File: config.mk
export PLATFORM = sky130hd
export DESIGN_NAME = ipv4_address_port_parser
export DESIGN_NICKNAME = d
export VERILOG_FILES = /design/src/rtl/ipap_pkg.sv /design/src/rtl/ipv4_address_port_parser.sv /design/src/rtl/ipap_queue.sv /design/src/rtl/ipap_front.sv /design/src/rtl/ipap_back.sv
export VERILOG_INCLUDE_DIRS = /design/src /design/src/rtl
export SDC_FILE = /design/constraint.sdc
export NUM_CORES = 1
export LEC_CHECK = 0
export BUFFER_PORTS_ARGS = -buffer_cell sky130_fd_sc_hd__buf_2
export CAP_MARGIN = 20
export CORE_MARGIN = 8
export CORE_UTILIZATION = 45
export DETAILED_ROUTE_END_ITERATION = 16
export GPL_ROUTABILITY_DRIVEN = 0
export GPL_TIMING_DRIVEN = 0
export PLACE_DENSITY = 0.65
export SLEW_MARGIN = 20
export SYNTH_ARGS = -nofsm -noshare
export SYNTH_HDL_FRONTEND = slang
export SYNTH_SLANG_ARGS = --single-unit
File: constraint.sdc
create_clock -name aclk -period 4.2 [get_ports aclk]
set_clock_uncertainty 0.15 [all_clocks]
set_input_delay 0 -clock aclk [delete_from_list [all_inputs] [get_ports aclk]]
set_output_delay 0 -clock aclk [all_outputs]
set_load 0.005 [all_outputs]
File: src/rtl/ipv4_address_port_parser_assert.svh
// assertion macros shared by the address parser modules
`ifndef IPV4_ADDRESS_PORT_PARSER_ASSERT_SVH
`define IPV4_ADDRESS_PORT_PARSER_ASSERT_SVH

// same-cycle implication, disabled in reset
`define IPAP_ASSERT_IMP(label, clk, rstn, ante, cons, msg) \
    label: assert property (@(posedge clk) disable iff (!(rstn)) (ante) |-> (cons)) \
        else $error(msg);

// next-cycle implication, disabled in reset
`define IPAP_ASSERT_NXT(label, clk, rstn, ante, cons, msg) \
    label: assert property (@(posedge clk) disable iff (!(rstn)) (ante) |=> (cons)) \
        else $error(msg);

`endif

File: src/rtl/ipap_pkg.sv
// shared types, constants and helpers of the address and port parser
package ipap_pkg;

    localparam int MAX_TEXT_LENGTH_DEF = 64;
    localparam int QUEUE_DEPTH         = 4;
    localparam int CFG_INDEX_W         = 8;
    localparam int CFG_DATA_W          = 32;
    localparam int PORT_W              = 16;
    localparam int ADDR_W              = 32;
    localparam int OUT_DATA_W          = ADDR_W + PORT_W;
    localparam int NAME_LEN            = 9;

    localparam logic [CFG_INDEX_W-1:0] CFG_DEFAULT_PORT = CFG_INDEX_W'(0);
    localparam logic [CFG_INDEX_W-1:0] CFG_LOOPBACK     = CFG_INDEX_W'(1);

    localparam logic [PORT_W-1:0] DEFAULT_PORT_RST = 16'd7777;
    localparam logic [ADDR_W-1:0] LOOPBACK_RST     = 32'h7F00_0001;

    localparam logic [7:0] CH_SPACE = 8'h20;
    localparam logic [7:0] CH_TAB   = 8'h09;
    localparam logic [7:0] CH_CR    = 8'h0D;
    localparam logic [7:0] CH_DOT   = 8'h2E;
    localparam logic [7:0] CH_COLON = 8'h3A;
    localparam logic [7:0] CH_ZERO  = 8'h30;
    localparam logic [7:0] CH_NINE  = 8'h39;
    localparam logic [7:0] CH_UPA   = 8'h41;
    localparam logic [7:0] CH_UPZ   = 8'h5A;
    localparam logic [7:0] CASE_OFS = 8'h20;

    typedef enum logic [1:0] {
        PH_LEAD,
        PH_HOST,
        PH_PORT
    } phase_t;

    // one classified character as it travels from front to back
    typedef struct packed {
        logic       last;
        logic       is_space;
        logic       is_digit;
        logic       is_dot;
        logic       is_colon;
        logic [3:0] digit;
        logic [7:0] lower;
    } cls_t;

    // characters of the loopback host name
    function automatic logic [7:0] name_char(input logic [3:0] pos);
        logic [7:0] c;
        case (pos)
            4'd0:    c = 8'h6C;
            4'd1:    c = 8'h6F;
            4'd2:    c = 8'h63;
            4'd3:    c = 8'h61;
            4'd4:    c = 8'h6C;
            4'd5:    c = 8'h68;
            4'd6:    c = 8'h6F;
            4'd7:    c = 8'h73;
            4'd8:    c = 8'h74;
            default: c = 8'h00;
        endcase
        return c;
    endfunction

endpackage

File: src/rtl/ipv4_address_port_parser.sv
// Address text parser: takes one character per item on the slave stream
// (tlast marks the final character), trims surrounding whitespace and
// recognizes either a case-insensitive "localhost" (giving the loopback
// address register) or a dotted quad of 1 to 3 digit octets no greater than
// 255, optionally followed by a colon and a port of 1 to 5 digits in
// 1..65535; with no colon the default port register is used. Exactly one
// result item leaves per text, after its last character: tuser is the valid
// flag and tdata holds address and port, both zero when invalid. A new
// character is taken every cycle while the four-entry queue has room; the
// front classifier pushes into the queue and the back parser retires one
// character per cycle unless a last character waits on a held result, so
// sustained rate is one item per clock. With the queue empty, the last
// character passes the queue register and then the result register before
// m_tvalid rises; characters waiting in the queue ahead of it go first.
// A stalled result only holds back the next last character; the queue then
// fills and s_tready drops until the result is taken.
// Configuration writes (index 0 default port, 1 loopback address) are taken
// every cycle and must be made while no text is in flight.
module ipv4_address_port_parser #(
    parameter int MAX_TEXT_LENGTH = ipap_pkg::MAX_TEXT_LENGTH_DEF
) (
    input  logic                                aclk,
    input  logic                                aresetn,
    // character stream
    input  logic                                s_tvalid,
    output logic                                s_tready,
    input  logic [7:0]                          s_tdata,    // text_char
    input  logic                                s_tlast,    // last_char
    // result stream
    output logic                                m_tvalid,
    input  logic                                m_tready,
    output logic [ipap_pkg::OUT_DATA_W-1:0]     m_tdata,    // ipv4_address, port_number
    output logic                                m_tuser,    // valid_res
    // register writes
    input  logic                                cfg_valid,
    output logic                                cfg_ready,
    input  logic [ipap_pkg::CFG_INDEX_W-1:0]    cfg_index,
    input  logic [ipap_pkg::CFG_DATA_W-1:0]     cfg_data
);

    logic [ipap_pkg::PORT_W-1:0] default_port_reg, default_port_next;
    logic [ipap_pkg::ADDR_W-1:0] loopback_reg, loopback_next;

    logic           queue_full;
    logic           queue_avail;
    logic           push;
    logic           pop;
    ipap_pkg::cls_t push_item;
    ipap_pkg::cls_t pop_item;

    // register file, always ready
    assign cfg_ready = 1'b1;

    always_comb begin
        default_port_next = default_port_reg;
        loopback_next     = loopback_reg;
        if (cfg_valid) begin
            case (cfg_index)
                ipap_pkg::CFG_DEFAULT_PORT: default_port_next = cfg_data[ipap_pkg::PORT_W-1:0];
                ipap_pkg::CFG_LOOPBACK:     loopback_next     = cfg_data[ipap_pkg::ADDR_W-1:0];
                default: ;
            endcase
        end
    end

    always_ff @(posedge aclk) begin
        if (!aresetn) begin
            default_port_reg <= ipap_pkg::DEFAULT_PORT_RST;
            loopback_reg     <= ipap_pkg::LOOPBACK_RST;
        end else begin
            default_port_reg <= default_port_next;
            loopback_reg     <= loopback_next;
        end
    end

    // classify incoming characters
    ipap_front u_front (
        .s_tvalid   (s_tvalid),
        .s_tready   (s_tready),
        .s_tdata    (s_tdata),
        .s_tlast    (s_tlast),
        .queue_full (queue_full),
        .push       (push),
        .push_item  (push_item)
    );

    // decouples intake from the parser and the result stall
    ipap_queue u_queue (
        .aclk      (aclk),
        .aresetn   (aresetn),
        .push      (push),
        .push_item (push_item),
        .full      (queue_full),
        .not_empty (queue_avail),
        .pop       (pop),
        .pop_item  (pop_item)
    );

    // parse state machine and result register
    ipap_back #(
        .MAX_TEXT_LENGTH (MAX_TEXT_LENGTH)
    ) u_back (
        .aclk             (aclk),
        .aresetn          (aresetn),
        .default_port     (default_port_reg),
        .loopback_address (loopback_reg),
        .item_avail       (queue_avail),
        .item             (pop_item),
        .pop              (pop),
        .m_tvalid         (m_tvalid),
        .m_tready         (m_tready),
        .m_tdata          (m_tdata),
        .m_tuser          (m_tuser)
    );

endmodule

File: src/rtl/ipap_queue.sv
// small register queue between the classifier and the parser
`include "ipv4_address_port_parser_assert.svh"

module ipap_queue (
    input  logic          aclk,
    input  logic          aresetn,
    input  logic          push,
    input  ipap_pkg::cls_t push_item,
    output logic          full,
    output logic          not_empty,
    input  logic          pop,
    output ipap_pkg::cls_t pop_item
);

    localparam int DEPTH = ipap_pkg::QUEUE_DEPTH;
    localparam int PTR_W = $clog2(DEPTH);
    localparam int CNT_W = $clog2(DEPTH + 1);

    ipap_pkg::cls_t     mem_reg [DEPTH];
    logic [PTR_W-1:0]   wr_ptr_reg, wr_ptr_next;
    logic [PTR_W-1:0]   rd_ptr_reg, rd_ptr_next;
    logic [CNT_W-1:0]   count_reg, count_next;

    assign full      = (count_reg == CNT_W'(DEPTH));
    assign not_empty = (count_reg != '0);
    assign pop_item  = mem_reg[rd_ptr_reg];

    always_comb begin
        wr_ptr_next = push ? PTR_W'((wr_ptr_reg + 1'b1) % DEPTH) : wr_ptr_reg;
        rd_ptr_next = pop  ? PTR_W'((rd_ptr_reg + 1'b1) % DEPTH) : rd_ptr_reg;
        count_next  = count_reg;
        if (push && !pop) begin
            count_next = count_reg + CNT_W'(1);
        end else if (pop && !push) begin
            count_next = count_reg - CNT_W'(1);
        end
    end

    always_ff @(posedge aclk) begin
        if (!aresetn) begin
            wr_ptr_reg <= '0;
            rd_ptr_reg <= '0;
            count_reg  <= '0;
        end else begin
            wr_ptr_reg <= wr_ptr_next;
            rd_ptr_reg <= rd_ptr_next;
            count_reg  <= count_next;
        end
    end

    always_ff @(posedge aclk) begin
        if (push) begin
            mem_reg[wr_ptr_reg] <= push_item;
        end
    end

    `IPAP_ASSERT_IMP(a_cnt_bound, aclk, aresetn, 1'b1, count_reg <= CNT_W'(DEPTH), "queue overfilled")
    `IPAP_ASSERT_IMP(a_pop_nonempty, aclk, aresetn, pop, count_reg != '0, "pop from empty queue")
    `IPAP_ASSERT_NXT(a_push_grows, aclk, aresetn, push && !pop, count_reg == $past(count_reg) + CNT_W'(1), "push lost")

endmodule

File: src/rtl/ipap_front.sv
// input side: takes characters and classifies them for the parser
module ipap_front (
    input  logic           s_tvalid,
    output logic           s_tready,
    input  logic [7:0]     s_tdata,
    input  logic           s_tlast,
    input  logic           queue_full,
    output logic           push,
    output ipap_pkg::cls_t push_item
);

    logic [7:0] c;

    assign c        = s_tdata;
    assign s_tready = !queue_full;
    assign push     = s_tvalid && !queue_full;

    always_comb begin
        push_item.last     = s_tlast;
        push_item.is_space = (c == ipap_pkg::CH_SPACE)
                          || (c >= ipap_pkg::CH_TAB && c <= ipap_pkg::CH_CR);
        push_item.is_digit = (c >= ipap_pkg::CH_ZERO && c <= ipap_pkg::CH_NINE);
        push_item.is_dot   = (c == ipap_pkg::CH_DOT);
        push_item.is_colon = (c == ipap_pkg::CH_COLON);
        push_item.digit    = 4'(c - ipap_pkg::CH_ZERO);
        push_item.lower    = (c >= ipap_pkg::CH_UPA && c <= ipap_pkg::CH_UPZ)
                           ? c + ipap_pkg::CASE_OFS : c;
    end

endmodule

File: src/rtl/ipap_back.sv
// parse engine: per-character state update and result register
`include "ipv4_address_port_parser_assert.svh"

module ipap_back #(
    parameter int MAX_TEXT_LENGTH = ipap_pkg::MAX_TEXT_LENGTH_DEF
) (
    input  logic                              aclk,
    input  logic                              aresetn,
    input  logic [ipap_pkg::PORT_W-1:0]       default_port,
    input  logic [ipap_pkg::ADDR_W-1:0]       loopback_address,
    input  logic                              item_avail,
    input  ipap_pkg::cls_t                    item,
    output logic                              pop,
    output logic                              m_tvalid,
    input  logic                              m_tready,
    output logic [ipap_pkg::OUT_DATA_W-1:0]   m_tdata,
    output logic                              m_tuser
);

    localparam int LEN_W = $clog2(MAX_TEXT_LENGTH + 1);

    ipap_pkg::phase_t phase_reg, phase_next, phase_take, phase_eff;
    logic [LEN_W-1:0] len_reg, len_next, n_len;
    logic             pend_reg, pend_next, n_pend;
    logic [2:0]       oidx_reg, oidx_next, n_oidx;
    logic [1:0]       odig_reg, odig_next, n_odig;
    logic [9:0]       oval_reg, oval_next, n_oval;
    logic [31:0]      addr_reg, addr_next, n_addr;
    logic [2:0]       pdig_reg, pdig_next, n_pdig;
    logic [16:0]      pacc_reg, pacc_next, n_pacc;
    logic [3:0]       npos_reg, npos_next, n_npos;
    logic             name_reg, name_next, n_name;
    logic             num_reg, num_next, n_num;
    logic             fail_reg, fail_next, n_fail;

    logic             out_valid_reg, out_valid_next;
    logic [ipap_pkg::OUT_DATA_W-1:0] out_data_reg, out_data_next;
    logic             out_ok_reg, out_ok_next;

    logic             slot_free, pop_last, ord_take;
    logic             quad_ok, res_ok, num_final;
    logic [16:0]      res_port;
    logic [31:0]      res_addr;

    assign slot_free = !out_valid_reg || m_tready;
    assign pop       = item_avail && (!item.last || slot_free);
    assign pop_last  = pop && item.last;
    assign ord_take  = pop && !fail_reg && !item.is_space && !pend_reg
                    && (len_reg < LEN_W'(MAX_TEXT_LENGTH));
    assign phase_eff = (phase_reg == ipap_pkg::PH_LEAD) ? ipap_pkg::PH_HOST : phase_reg;

    // phase sequencing
    always_comb begin
        phase_take = phase_reg;
        if (ord_take) begin
            if (phase_eff == ipap_pkg::PH_HOST && item.is_colon) begin
                phase_take = ipap_pkg::PH_PORT;
            end else begin
                phase_take = phase_eff;
            end
        end
        phase_next = pop_last ? ipap_pkg::PH_LEAD : phase_take;
    end

    // parse datapath and result
    always_comb begin
        n_len  = len_reg;
        n_pend = pend_reg;
        n_oidx = oidx_reg;
        n_odig = odig_reg;
        n_oval = oval_reg;
        n_addr = addr_reg;
        n_pdig = pdig_reg;
        n_pacc = pacc_reg;
        n_npos = npos_reg;
        n_name = name_reg;
        n_num  = num_reg;
        n_fail = fail_reg;
        quad_ok = 1'b0;

        if (pop && !fail_reg) begin
            if (item.is_space) begin
                if (phase_reg != ipap_pkg::PH_LEAD) begin
                    n_pend = 1'b1;
                end
            end else if (!ord_take) begin
                n_fail = 1'b1;
            end else begin
                n_len = len_reg + LEN_W'(1);
                if (phase_eff == ipap_pkg::PH_HOST) begin
                    if (item.is_colon) begin
                        // close the host at the colon
                        if (num_reg && oidx_reg == 3'd3 && odig_reg != 2'd0
                            && oval_reg <= 10'd255) begin
                            n_addr = {addr_reg[23:0], oval_reg[7:0]};
                            n_oidx = 3'd4;
                        end else begin
                            n_num = 1'b0;
                        end
                    end else begin
                        if (name_reg) begin
                            if (npos_reg < 4'(ipap_pkg::NAME_LEN)
                                && item.lower == ipap_pkg::name_char(npos_reg)) begin
                                n_npos = npos_reg + 4'd1;
                            end else begin
                                n_name = 1'b0;
                            end
                        end
                        if (num_reg) begin
                            if (item.is_dot) begin
                                if (odig_reg == 2'd0 || oval_reg > 10'd255
                                    || oidx_reg >= 3'd3) begin
                                    n_num = 1'b0;
                                end else begin
                                    n_addr = {addr_reg[23:0], oval_reg[7:0]};
                                    n_oidx = oidx_reg + 3'd1;
                                    n_odig = 2'd0;
                                    n_oval = 10'd0;
                                end
                            end else if (item.is_digit) begin
                                if (odig_reg == 2'd3) begin
                                    n_num = 1'b0;
                                end else begin
                                    n_oval = 10'(oval_reg * 10'd10 + 10'(item.digit));
                                    n_odig = odig_reg + 2'd1;
                                end
                            end else begin
                                n_num = 1'b0;
                            end
                        end
                    end
                end else begin
                    if (item.is_digit && pdig_reg < 3'd5) begin
                        n_pacc = 17'(pacc_reg * 17'd10 + 17'(item.digit));
                        n_pdig = pdig_reg + 3'd1;
                    end else begin
                        n_fail = 1'b1;
                    end
                end
            end
        end

        // end-of-text evaluation on the state after this character
        quad_ok = n_num && n_oidx == 3'd3 && n_odig != 2'd0 && n_oval <= 10'd255;
        if (phase_take == ipap_pkg::PH_HOST) begin
            res_port  = 17'(default_port);
            num_final = quad_ok;
            res_addr  = {n_addr[23:0], n_oval[7:0]};
        end else begin
            res_port  = (n_pdig != 3'd0) ? n_pacc : 17'd0;
            num_final = n_num && n_oidx == 3'd4;
            res_addr  = n_addr;
        end
        res_ok = !n_fail && n_len != '0 && phase_take != ipap_pkg::PH_LEAD
              && res_port != 17'd0 && res_port <= 17'd65535;
        if (n_name && n_npos == 4'(ipap_pkg::NAME_LEN)) begin
            res_addr = loopback_address;
        end else if (!num_final) begin
            res_ok = 1'b0;
        end

        out_valid_next = out_valid_reg && !m_tready;
        out_data_next  = out_data_reg;
        out_ok_next    = out_ok_reg;
        if (pop_last) begin
            out_valid_next = 1'b1;
            out_ok_next    = res_ok;
            out_data_next  = res_ok ? {res_port[15:0], res_addr} : '0;
        end

        if (pop_last) begin
            len_next  = '0;
            pend_next = 1'b0;
            oidx_next = 3'd0;
            odig_next = 2'd0;
            oval_next = 10'd0;
            addr_next = 32'd0;
            pdig_next = 3'd0;
            pacc_next = 17'd0;
            npos_next = 4'd0;
            name_next = 1'b1;
            num_next  = 1'b1;
            fail_next = 1'b0;
        end else begin
            len_next  = n_len;
            pend_next = n_pend;
            oidx_next = n_oidx;
            odig_next = n_odig;
            oval_next = n_oval;
            addr_next = n_addr;
            pdig_next = n_pdig;
            pacc_next = n_pacc;
            npos_next = n_npos;
            name_next = n_name;
            num_next  = n_num;
            fail_next = n_fail;
        end
    end

    always_ff @(posedge aclk) begin
        if (!aresetn) begin
            phase_reg     <= ipap_pkg::PH_LEAD;
            len_reg       <= '0;
            pend_reg      <= 1'b0;
            oidx_reg      <= 3'd0;
            odig_reg      <= 2'd0;
            oval_reg      <= 10'd0;
            addr_reg      <= 32'd0;
            pdig_reg      <= 3'd0;
            pacc_reg      <= 17'd0;
            npos_reg      <= 4'd0;
            name_reg      <= 1'b1;
            num_reg       <= 1'b1;
            fail_reg      <= 1'b0;
            out_valid_reg <= 1'b0;
        end else begin
            phase_reg     <= phase_next;
            len_reg       <= len_next;
            pend_reg      <= pend_next;
            oidx_reg      <= oidx_next;
            odig_reg      <= odig_next;
            oval_reg      <= oval_next;
            addr_reg      <= addr_next;
            pdig_reg      <= pdig_next;
            pacc_reg      <= pacc_next;
            npos_reg      <= npos_next;
            name_reg      <= name_next;
            num_reg       <= num_next;
            fail_reg      <= fail_next;
            out_valid_reg <= out_valid_next;
        end
    end

    always_ff @(posedge aclk) begin
        out_data_reg <= out_data_next;
        out_ok_reg   <= out_ok_next;
    end

    assign m_tvalid = out_valid_reg;
    assign m_tdata  = out_data_reg;
    assign m_tuser  = out_ok_reg;

    `IPAP_ASSERT_NXT(a_last_gives_result, aclk, aresetn, pop_last, out_valid_reg, "end of text gave no result")
    `IPAP_ASSERT_IMP(a_invalid_zero, aclk, aresetn, out_valid_reg && !out_ok_reg, out_data_reg == '0, "invalid result carries data")
    `IPAP_ASSERT_NXT(a_fail_sticky, aclk, aresetn, fail_reg && !pop_last, fail_reg, "failure cleared inside text")

endmodule

==> run summary, run 1 <==
Total global routing overflow -> 0
# rows -> 62
IO Port Bufs -> 104
EDFF count, synth -> 101
Run status -> finished, violations left
Syn Inst Count -> 1,333
Min cycle time layout -> 4220 ps
R2R cell count -> 14
Routed Antenna Nets -> 0
Die ar. -> 0.0343 mm^2
RSZ-0062 raised after global routing -> true
Min Hold Slack -> 18.3 ps
Sink Count -> 249
Final Setup Violations -> 15
Share of cells above drive strength 1 -> 18.6%
Die extent in y -> 185 um
Overall via count from detail_route -> 10.8k
Endpoint, Worst Hold -> loopback_reg[2]
Avg Synthesized Cell Area -> 9.67 um^2
Crit path arrival time -> 4320 ps
Hold Path Depth -> 5
First-pass GRT wire length -> 55.5 mm
Worst Hold Class -> input port to flop
CP endpoint kind -> flop
Leakage -> 0.00622 uW
Non-filler cells, final -> 1,952
Avg WL per Cell -> 18.0 um
Worst setup margin -> -24.2 ps
Async SR Flop Fraction -> 0%
Placed cell count -> 1,822
GRT Total Usage -> 20.0%
Min-delay src -> cfg_valid
Total CTS buffers -> 27
Busiest layer in global routing -> met2
Dpl hpwl -> 25.0 mm
Starting density of the core -> 45.3%
Violated checks -> negative setup slack
Maximum vdd drop -> 0.000372 V
Met1 Usage GRT -> 28.3%
Tightest Pin Transition -> 767 ps
Max FO, Critical Path -> 6
Relative slew slack -> 48.2%
CTS Root Cell -> clkbuf_16
Area of the mapped netlist -> 0.0129 mm^2
Fill cell count -> 2,524
CTS tree -> done
Yosys reg bits -> 249
Max Freq -> 237 MHz
Met2 Use GR -> 31.6%
Reg-to-reg endpoint -> u_back.m_tdata[6]
Initial antenna violation count -> 0
Vias in the first global route -> 10.4k
Crit path kind -> flop to flop
Pre-CTS WS -> -765 ps
Power Density -> 523 mW/mm^2
CP required -> 4290 ps
Max-slew violation count -> 0
Most common cell after layout, fill and taps aside -> nand2_1
Core footprint -> 0.0285 mm^2
Simple-gate share of the synthesized area -> 19.7%
Clk_lat worst skew -> 530 ps
Footprint of the multi-input gates -> 0.00685 mm^2
Die extent in x -> 185 um
Startpoint types -> flop
I/O Pins -> 106
Syn_nets -> 1,449
Area share of fa/ha/maj cells after synthesis -> 6.31%
Post-synthesis xor/xnor area fraction -> 3.58%
H-tree levels -> 1
Main combinational cell family by area after synthesis -> simple AND/OR/NAND/NOR gates
Seq/Total Area, Yosys -> 46.5%
Max clock buf depth -> 3
Net count reported at finish -> 1,663
Finished Core Util -> 56.1%
Max-capacitance violation count -> 0
Power Total -> 8350 uW
Post-synthesis mux area share -> 6.68%
Via density -> 5.54
R2r setup slk -> -20 ps
Max reg flops -> 52
Reg clk slew, reported paths -> 60 ps
Total iterations of the first detailed-routing run -> 5
DRT iter0 DRCs -> 867
Syn. warnings -> 0
GRT met3 Usage -> 2.92%
Primary FF master, synth -> dfxtp_1
Sequential cell area -> 0.00601 mm^2
Number of remaining DRC errors -> 0
Endpoints failing hold -> 0
Period utilisation layout -> 101%
Area grow syn2layout -> 24.0%
Most frequent cells in the layout -> nand2_1 (190), nor2_1 (143), dfxtp_1 (137), buf_2 (109), edfxtp_1 (101)
Largest net degree at the start of global routing -> 33
Routed wire length -> 35.1 mm
Post-synthesis cell type count -> 82
Post-synthesis compound-gate area fraction -> 13.9%
## synth_stat cells (5+ instances only)
library cell  number  share of area, %
o21ai_0           21              0.82
nand4_1            8              0.39
inv_1             29              0.84
a31oi_1           11              0.53
dfxtp_1          148                23
and2_1            17              0.83
or3_1             16              0.78
nand3_1           25              0.97
clkbuf_1          50               1.5
o21a_1             8              0.47
mux4_2             9               1.6
a21oi_1           78               3.0
nor2b_1           19              0.92
and3_1            16              0.78
or4_1              5              0.29
mux2i_1           59               4.6
xnor2_1           29               2.0
a22oi_1            9              0.52
nor4_1            13              0.63
a211oi_1           8              0.47
a21o_1            11              0.64
nor2_1           146               4.3
nor3_2             7              0.54
a21boi_0          27               1.6
nor3b_1            5              0.29
buf_2              8              0.31
xor2_1            21               1.4
nand2_1          192               5.6
nor3_1            41               1.6
or2_2              5              0.24
a2111oi_2          5              0.58
edfxtp_1         101                24
o31ai_1            5              0.29
o22ai_1           26               1.3
ha_1              57               5.5
nand2b_1           9              0.44
fa_1               5              0.78
## worst max path at each step
stage | endpoint | cells past startpoint | start | slack (ps)
6_report | u_back.m_tdata[6] | 14 | flop | -20
3_5_place_dp | u_back.m_tdata[5] | 13 | flop | -770
5_1_grt | u_back.m_tdata[7] | 13 | u_back.pacc_reg[3] | -120
2_1_floorplan | u_back.m_tdata[40] | 14 | flop | 3
3_3_place_gp | u_back.m_tdata[5] | 13 | flop | -740
4_1_cts | u_back.m_tdata[6] | 15 | u_back.pacc_reg[3] | 4
## metal layers
layer / vias to the layer above / part of all wire [%]
met5: - / 0
met4: 0 / 2.5
met3: 67 / 6.4
met2: 356 / 45
met1: 5147 / 46
li1: 5235 / -
## worst max-delay path, stage by stage, from the launching register on
cell and delay, ps:
dfxtp_2 340, buf_6 140, mux4_2 570, ha_4 340, nand3_4 100, a21oi_4 150, and4_4 250, nand2_4 60
or4_4 550, or4_4 440, a31o_4 270, o21ai_4 240, buf_8 160, buf_12 130, a2111oi_2 40
## area by class of cell
| type | instances | area share (%) |
|---|---|---|
| clock inverters | 17 | 0.939 |
| plain buffers | 68 | 2.25 |
| well taps | 384 | 3.01 |
| flip-flops and latches | 249 | 37.6 |
| clock buffers | 32 | 4.35 |
| multi-input cells | 985 | 42.9 |
| diodes | 1 | 0.0157 |
| inverters | 29 | 0.681 |
| repair buffers | 187 | 8.28 |
## cell families after synthesis
logic type | count (synthesis)
XOR/XNOR | 51
multiplexers | 73
other | 1
AO/OA/AOI/OAI | 258
AND/OR/NAND/NOR | 540
adder cells (fa/ha/maj) | 62
buffers and inverters | 99
flip-flops | 249
## timing repair
action / 4_1_cts / 5_1_grt
pin swaps: 20 / 11
gates cloned: 0 / 1
hold buffers: 48 / 0
setup buffers: 28 / 5
hold endpoints to repair: 105 / 0
resized for setup: 60 / 36
endpoints found under the setup margin: 49 / 49
## report_power, final
part / switching (uW) / internal (uW) / leakage, uW
combinational: 1920 / 1160 / 0.00363
clock: 945 / 1350 / 0.000409
sequential: 122 / 2860 / 0.00217
total: 2990 / 5370 / 0.00622
## per-stage QoR
stage          TNS [ps]  cell area (um^2)
2_1_floorplan         0             12900
3_3_place_gp     -34440             13900
3_5_place_dp     -35080             13900
4_1_cts               0             15700
5_1_grt           -3570             16000
6_report           -172             16000
Power figures use the tool's default switching activity.
==> run 2, diff against run 1 <==
--- a/config.mk
+++ b/config.mk
@@ -10,9 +10,9 @@
 export CAP_MARGIN = 20
 export CORE_MARGIN = 8
 export CORE_UTILIZATION = 45
+export CTS_BUF_LIST = sky130_fd_sc_hd__clkbuf_4 sky130_fd_sc_hd__clkbuf_8
 export DETAILED_ROUTE_END_ITERATION = 16
 export GPL_ROUTABILITY_DRIVEN = 0
-export GPL_TIMING_DRIVEN = 0
 export PLACE_DENSITY = 0.65
 export SLEW_MARGIN = 20
 export SYNTH_ARGS = -nofsm -noshare
==> run summary, run 2 (synthesized netlist as in run 1, its figures left out) <==
Run status -> finished clean
Total iterations of the first detailed-routing run -> 5 (unchanged)
Most common cell after layout, fill and taps aside -> nand2_1
Max-slew violation count -> 0 (unchanged)
Worst setup margin -> 108 ps (+132 ps)
Routed wire length -> 34.0 mm (-2.9%)
Reg clk slew, reported paths -> 60 ps (about the same)
Starting density of the core -> 45.3% (unchanged)
DRT iter0 DRCs -> 728 (-16%)
Overall via count from detail_route -> 10.8k (-0.18%)
CP required -> 4340 ps (+50 ps)
Clk_lat worst skew -> 540 ps (about the same)
Pint -> 5510 uW (+2.7%)
H-tree levels -> 2 (+1)
First-pass GRT wire length -> 54.6 mm (-1.7%)
Maximum vdd drop -> 0.000393 V (+5.7%)
Dpl hpwl -> 23.4 mm (-6.5%)
Die extent in y -> 185 um (unchanged)
Hold Path Depth -> 2 (-3)
Crit path arrival time -> 4240 ps (-80 ps)
# rows -> 62 (unchanged)
Endpoints failing hold -> 0 (unchanged)
I/O Pins -> 106 (unchanged)
CTS Root Cell -> clkbuf_8
Seq pwr share -> 35.4% (-0.2 points)
Critical R2R Launch -> u_back.pacc_reg[4]
CP endpoint kind -> flop
Number of remaining DRC errors -> 0 (unchanged)
IO Port Bufs -> 104 (unchanged)
Antenna diodes -> 0 (-1)
Cell area after layout -> 0.0163 mm^2 (+2.2%)
R2r setup slk -> 110 ps (+130 ps)
Share of cells above drive strength 1 -> 22.9% (+4.2 points)
Min cycle time layout -> 4090 ps (-132 ps)
Worst Setup EP -> u_back.m_tdata[13]
Combinational share of power -> 35.7% (-1.1 points)
Tightest Pin Transition -> 1020 ps (+253 ps)
Final Setup Violations -> 0 (-15)
Sink Count -> 249 (unchanged)
Most frequent cells in the layout -> nand2_1 (189), dfxtp_1 (145), nor2_1 (143), buf_2 (104), edfxtp_1 (101)
Initial antenna violation count -> 0 (unchanged)
Power Density -> 520 mW/mm^2 (-0.60%)
Total CTS buffers -> 43 (+59%)
Reg-to-reg endpoint -> u_back.m_tdata[13]
R2R cell count -> 13 (-1)
Cell Area, Placed -> 0.0143 mm^2 (+2.7%)
RSZ-0062 raised after global routing -> false
NetSw -> 2980 uW (-0.26%)
Largest net degree at the start of global routing -> 59 (+79%)
Relative slew slack -> 31.7% (-17 points)
Startpoint types -> flop
GRT Total Usage -> 19.5% (-0.51 points)
Max-capacitance violation count -> 0 (unchanged)
Max FO, Critical Path -> 12 (+6)
Sw frac -> 35.1% (-0.66 points)
Crit path kind -> flop to flop
Via density -> 5.42 (-2.0%)
Worst Hold Class -> input port to flop
Routed Antenna Nets -> 0 (unchanged)
Vias in the first global route -> 10.6k (+2.0%)
Period utilisation layout -> 97.4% (-3.1 points)
Max Freq -> 244 MHz (+3.2%)
CTS tree -> done
Die ar. -> 0.0343 mm^2 (unchanged)
Total global routing overflow -> 0 (unchanged)
Critical path origin -> u_back.pacc_reg[4]
Pre-CTS WS -> -227 ps (+538 ps)
Net count reported at finish -> 1,687 (+1.4%)
Core footprint -> 0.0285 mm^2 (unchanged)
Max reg flops -> 52 (unchanged)
Leakage -> 0.00658 uW (+5.9%)
Clock power frac -> 28.9% (+1.4 points)
Area grow syn2layout -> 26.8%
Die extent in x -> 185 um (unchanged)
Max clock buf depth -> 3 (unchanged)
Avg WL per Cell -> 17.1 um (-4.7%)
==> run 2: changes by cell type in the layout (fill, tap and decap cells not counted), moves of 7 or more <==
cell	change
clkbuf_16	-27
clkbuf_1	-50
dlygate4sd3_1	+17
clkbuf_8	+51
dfxtp_1	+8
clkinv_1	-9
ha_1	+7
buf_4	+48
clkbuf_4	+16
==> run 2: worst min-delay path by stage <==
stage                      start                endpoint  slack (ps)
floorplan             s_tdata[2]  u_queue.mem_reg[0][10]         -50
global placement    cfg_data[30]        loopback_reg[30]          60
detailed placement       s_tlast  u_queue.mem_reg[1][16]          70
CTS                      s_tlast  u_queue.mem_reg[1][16]          40
global route             s_tlast  u_queue.mem_reg[1][16]          70
finish                   s_tlast  u_queue.mem_reg[1][16]          80
==> run 2: metal layers <==
metal | vias up | track usage (%) | part of all wire, %
li1 | 5276 | - | -
met1 | 5139 | 26.6 | 46
met2 | 312 | 31.1 | 46
met3 | 59 | 3.88 | 6.6
met4 | 0 | 5.57 | 2.1
met5 | - | 0 | 0
==> run 2: timing repair <==
| item | 4_1_cts | 5_1_grt |
|---|---|---|
| buffers inserted | 4 | 5 |
| hold endpoints to repair | 113 | 0 |
| cloned | 1 | 1 |
| resized for setup | 15 | 45 |
| hold buffers | 65 | 0 |
| pin swaps | 3 | 22 |
| setup endpoints to repair | 49 | 49 |
==> run 2: critical path, stage by stage (launching register included) <==
cell     delay (ps)
dfxtp_1         400
ha_1            260
ha_2            330
a21o_1          220
a22oi_2         250
mux2i_1         270
nand4_1         200
or4_4           580
or4_4           430
a31o_4          250
o21ai_4         150
buf_12          160
buf_12          140
nor3_1           60
==> run 2: metrics by stage <==
step	hold WS, ps	cells	power (uW)	TNS [ps]	util, %
after global routing	67.3	1989	8930	0	57.4
after CTS	40.7	1983	8450	0	56.4
after global placement	59.8	1834	5820	-8100	50.2
final	75.7	1989	8490	0	57.4
after detailed placement	70.0	1834	5840	-8970	50.2
after floorplan	-51.1	1333	4810	0	-
==> run 2: power groups by stage <==
| stage | Combinational (uW) | Clock [uW] | Sequential (uW) |
|---|---|---|---|
| global placement | 2780 | 0 | 3040 |
| CTS | 2960 | 2490 | 3000 |
| finish | 3030 | 2450 | 3000 |
| detailed placement | 2790 | 0 | 3050 |
| floorplan | 1780 | 0 | 3030 |
| global route | 3300 | 2590 | 3030 |
==> run 2: area by class of cell <==
cell class | instances | area (um^2)
Fill cell | 2416 | 12100
Multi-Input combinational cell | 985 | 6750
Sequential cell | 249 | 6000
Timing Repair Buffer | 263 | 2030
Clock buffer | 69 | 843
Tap cell | 384 | 480
Clock inverter | 10 | 131
Inverter | 29 | 109
==> run 3, diff against run 2 <==
--- a/config.mk
+++ b/config.mk
@@ -13,7 +13,6 @@
 export CTS_BUF_LIST = sky130_fd_sc_hd__clkbuf_4 sky130_fd_sc_hd__clkbuf_8
 export DETAILED_ROUTE_END_ITERATION = 16
 export GPL_ROUTABILITY_DRIVEN = 0
-export PLACE_DENSITY = 0.65
 export SLEW_MARGIN = 20
 export SYNTH_ARGS = -nofsm -noshare
 export SYNTH_HDL_FRONTEND = slang
==> constraint.sdc (replaced) <==
create_clock -name aclk -period 4.63 [get_ports aclk]
set_clock_uncertainty 0.15 [all_clocks]
set_input_delay 0 -clock aclk [delete_from_list [all_inputs] [get_ports aclk]]
set_output_delay 0 -clock aclk [all_outputs]
set_load 0.005 [all_outputs]
==> run summary, run 3 (synthesized netlist as in run 1, its figures left out) <==
Run status -> finished clean
Core footprint -> 0.0285 mm^2 (unchanged)
IO Port Bufs -> 104 (unchanged)
Share of cells above drive strength 1 -> 17.8% (-5.1 points)
Power Density -> 475 mW/mm^2 (-8.6%)
Leakage -> 0.00617 uW (-6.2%)
H-tree levels -> 2 (unchanged)
GRT Total Usage -> 19.4% (-0.16 points)
Crit path kind -> flop to flop
Total global routing overflow -> 0 (unchanged)
Routed wire length -> 34.2 mm (+0.31%)
Critical R2R Launch -> u_back.pacc_reg[3]
Endpoint, Worst Hold -> u_queue.mem_reg[1][16]
R2R cell count -> 15 (+2)
I/O Pins -> 106 (unchanged)
Startpoint types -> flop
# rows -> 62 (unchanged)
Final TNS setup -> 0 ps (unchanged)
Footprint of the multi-input gates -> 0.00652 mm^2 (-3.3%)
Max clock buf depth -> 3 (unchanged)
R2r setup slk -> 220 ps (+110 ps)
Total CTS buffers -> 44 (+2.3%)
Overall via count from detail_route -> 10.5k (-2.9%)
CP endpoint kind -> flop
RSZ-0062 raised after global routing -> false
Max FO, Critical Path -> 12 (unchanged)
Pint -> 4700 uW (-15%)
Seq pwr share -> 36.7% (+1.3 points)
Period utilisation layout -> 95.3% (-2.1 points)
Non-filler cells, final -> 1,936 (-2.7%)
Max reg flops -> 52 (unchanged)
DRT iter0 DRCs -> 679 (-6.7%)
Maximum vdd drop -> 0.000314 V (-20%)
Largest net degree at the start of global routing -> 59 (unchanged)
Total iterations of the first detailed-routing run -> 5 (unchanged)
Routed Antenna Nets -> 0 (unchanged)
Sw frac -> 36.5% (+1.4 points)
Final Setup Violations -> 0 (unchanged)
Fill cell count -> 2,529 (+4.7%)
CP required -> 4770 ps (+430 ps)
Max-slew violation count -> 0 (unchanged)
Sink Count -> 249 (unchanged)
Min cycle time layout -> 4410 ps (+320 ps)
Dpl hpwl -> 23.4 mm (-0.18%)
Net count reported at finish -> 1,634 (-3.1%)
Hold Path Depth -> 2 (unchanged)
CTS Root Cell -> clkbuf_8
Tightest Pin Transition -> 1050 ps (+33.8 ps)
Area grow syn2layout -> 21.0%
Die ar. -> 0.0343 mm^2 (unchanged)
CTS tree -> done
Max-capacitance violation count -> 0 (unchanged)
Endpoints failing hold -> 0 (unchanged)
Via density -> 5.41 (-0.25%)
Number of remaining DRC errors -> 0 (unchanged)
Starting density of the core -> 45.3% (unchanged)
Most frequent cells in the layout -> nand2_1 (191), dfxtp_1 (147), nor2_1 (145), buf_2 (104), edfxtp_1 (101)
Initial antenna violation count -> 0 (unchanged)
Avg WL per Cell -> 17.6 um (+3.1%)
Critical-path top delay cell -> or4_1
Vias in the first global route -> 10.1k (-4.9%)
Max Freq -> 227 MHz (-7.3%)
Die extent in y -> 185 um (unchanged)
Placed cell count -> 1,784 (-2.7%)
Relative slew slack -> 29.4% (-2.3 points)
Die extent in x -> 185 um (unchanged)
Reg clk slew, reported paths -> 60 ps (about the same)
Clk_lat worst skew -> 560 ps (+20 ps)
Min Hold Slack -> 58.2 ps (-17.5 ps)
Most common cell after layout, fill and taps aside -> nand2_1
Sequential cell area -> 0.00600 mm^2 (about the same)
Reg-to-reg endpoint -> u_back.m_tdata[41]
Min-delay src -> s_tlast
Combinational share of power -> 34.9% (-0.8 points)
First-pass GRT wire length -> 53.7 mm (-1.6%)
Critical path, cell by cell -> ha_1 > ha_1 > inv_1 > fa_1 > nand2b_2 > a21oi_2 > and4_2 > nand2_1 > or4_1 > or4_1 > a31o_2 > o21ai_4 > buf_12 > buf_8 > nor2_1
Clock power frac -> 28.3% (-0.6 points)
NetSw -> 2710 uW (-9.1%)
Crit path arrival time -> 4560 ps (+320 ps)
CP max stage delay -> 590 ps (about the same)
Worst Hold Class -> input port to flop
run 3: area by class of cell:
cell class / count / share of cell area, %
tap: 384 / 3.08
antenna: 1 / 0.0160
multi-input combinational: 985 / 41.8
timing repair buffer: 209 / 10.1
inverter: 29 / 0.698
clock buffer: 68 / 5.44
clock inverter: 11 / 0.457
sequential: 249 / 38.5
run 3: how the worst max path moves through the flow:
| stage | depth (start not counted) | end | slack, ps | startpoint |
|---|---|---|---|---|
| final | 15 | u_back.m_tdata[41] | 220 | u_back.pacc_reg[3] |
| after global routing | 12 | u_back.m_tdata[7] | 0.4 | u_back.pacc_reg[9] |
| after CTS | 14 | u_back.m_tdata[6] | 140 | u_back.pacc_reg[3] |
| after detailed placement | 14 | u_back.m_tdata[6] | 190 | u_back.pacc_reg[3] |
| after global placement | 14 | u_back.m_tdata[33] | 300 | u_back.pacc_reg[3] |
| after floorplan | 14 | u_back.m_tdata[40] | 340 | flop |
run 3: what timing repair did:
| item | in CTS | in global routing |
|---|---|---|
| gates resized for setup | 0 | 11 |
| setup buffers | 0 | 3 |
| endpoints found under the setup margin | 0 | 49 |
| hold buffers | 65 | 0 |
| hold endpoints to repair | 111 | 0 |
run 3: stage by stage:
stage | setup WS, ps | util [%] | power [uW] | area, um^2
after floorplan | 342 | - | 4360 | 12900
after global placement | 303 | 48.7 | 5230 | 13900
after detailed placement | 191 | 48.7 | 5250 | 13900
after CTS | 144 | 54.3 | 7380 | 15400
after global routing | 0.381 | 54.8 | 7820 | 15600
final | 217 | 54.8 | 7410 | 15600
run 3: power by group through the flow:
stage          combinational, uW  sequential (uW)  clock, uW
6_report                    2590             2720       2100
4_1_cts                     2520             2720       2140
3_5_place_dp                2480             2760          0
5_1_grt                     2830             2750       2240
3_3_place_gp                2470             2760          0
2_1_floorplan               1610             2750          0
run 3: worst max-delay path: cells and delay by family, from the launching register on:
kind                     cells  cell delay [ps]
adder cells (fa/ha/maj)      3              950
AO/OA/AOI/OAI                3              640
AND/OR/NAND/NOR              6             1670
flip-flops                   1              340
buffers and inverters        3              400
run 3: per-layer routing:
layer | track usage [%] | vias up | share of wire [%]
li1 | - | 5180 | -
met1 | 27.1 | 4955 | 47
met2 | 30.5 | 289 | 45
met3 | 3.12 | 48 | 5.8
met4 | 5.44 | 0 | 2.0
met5 | 0 | - | 0
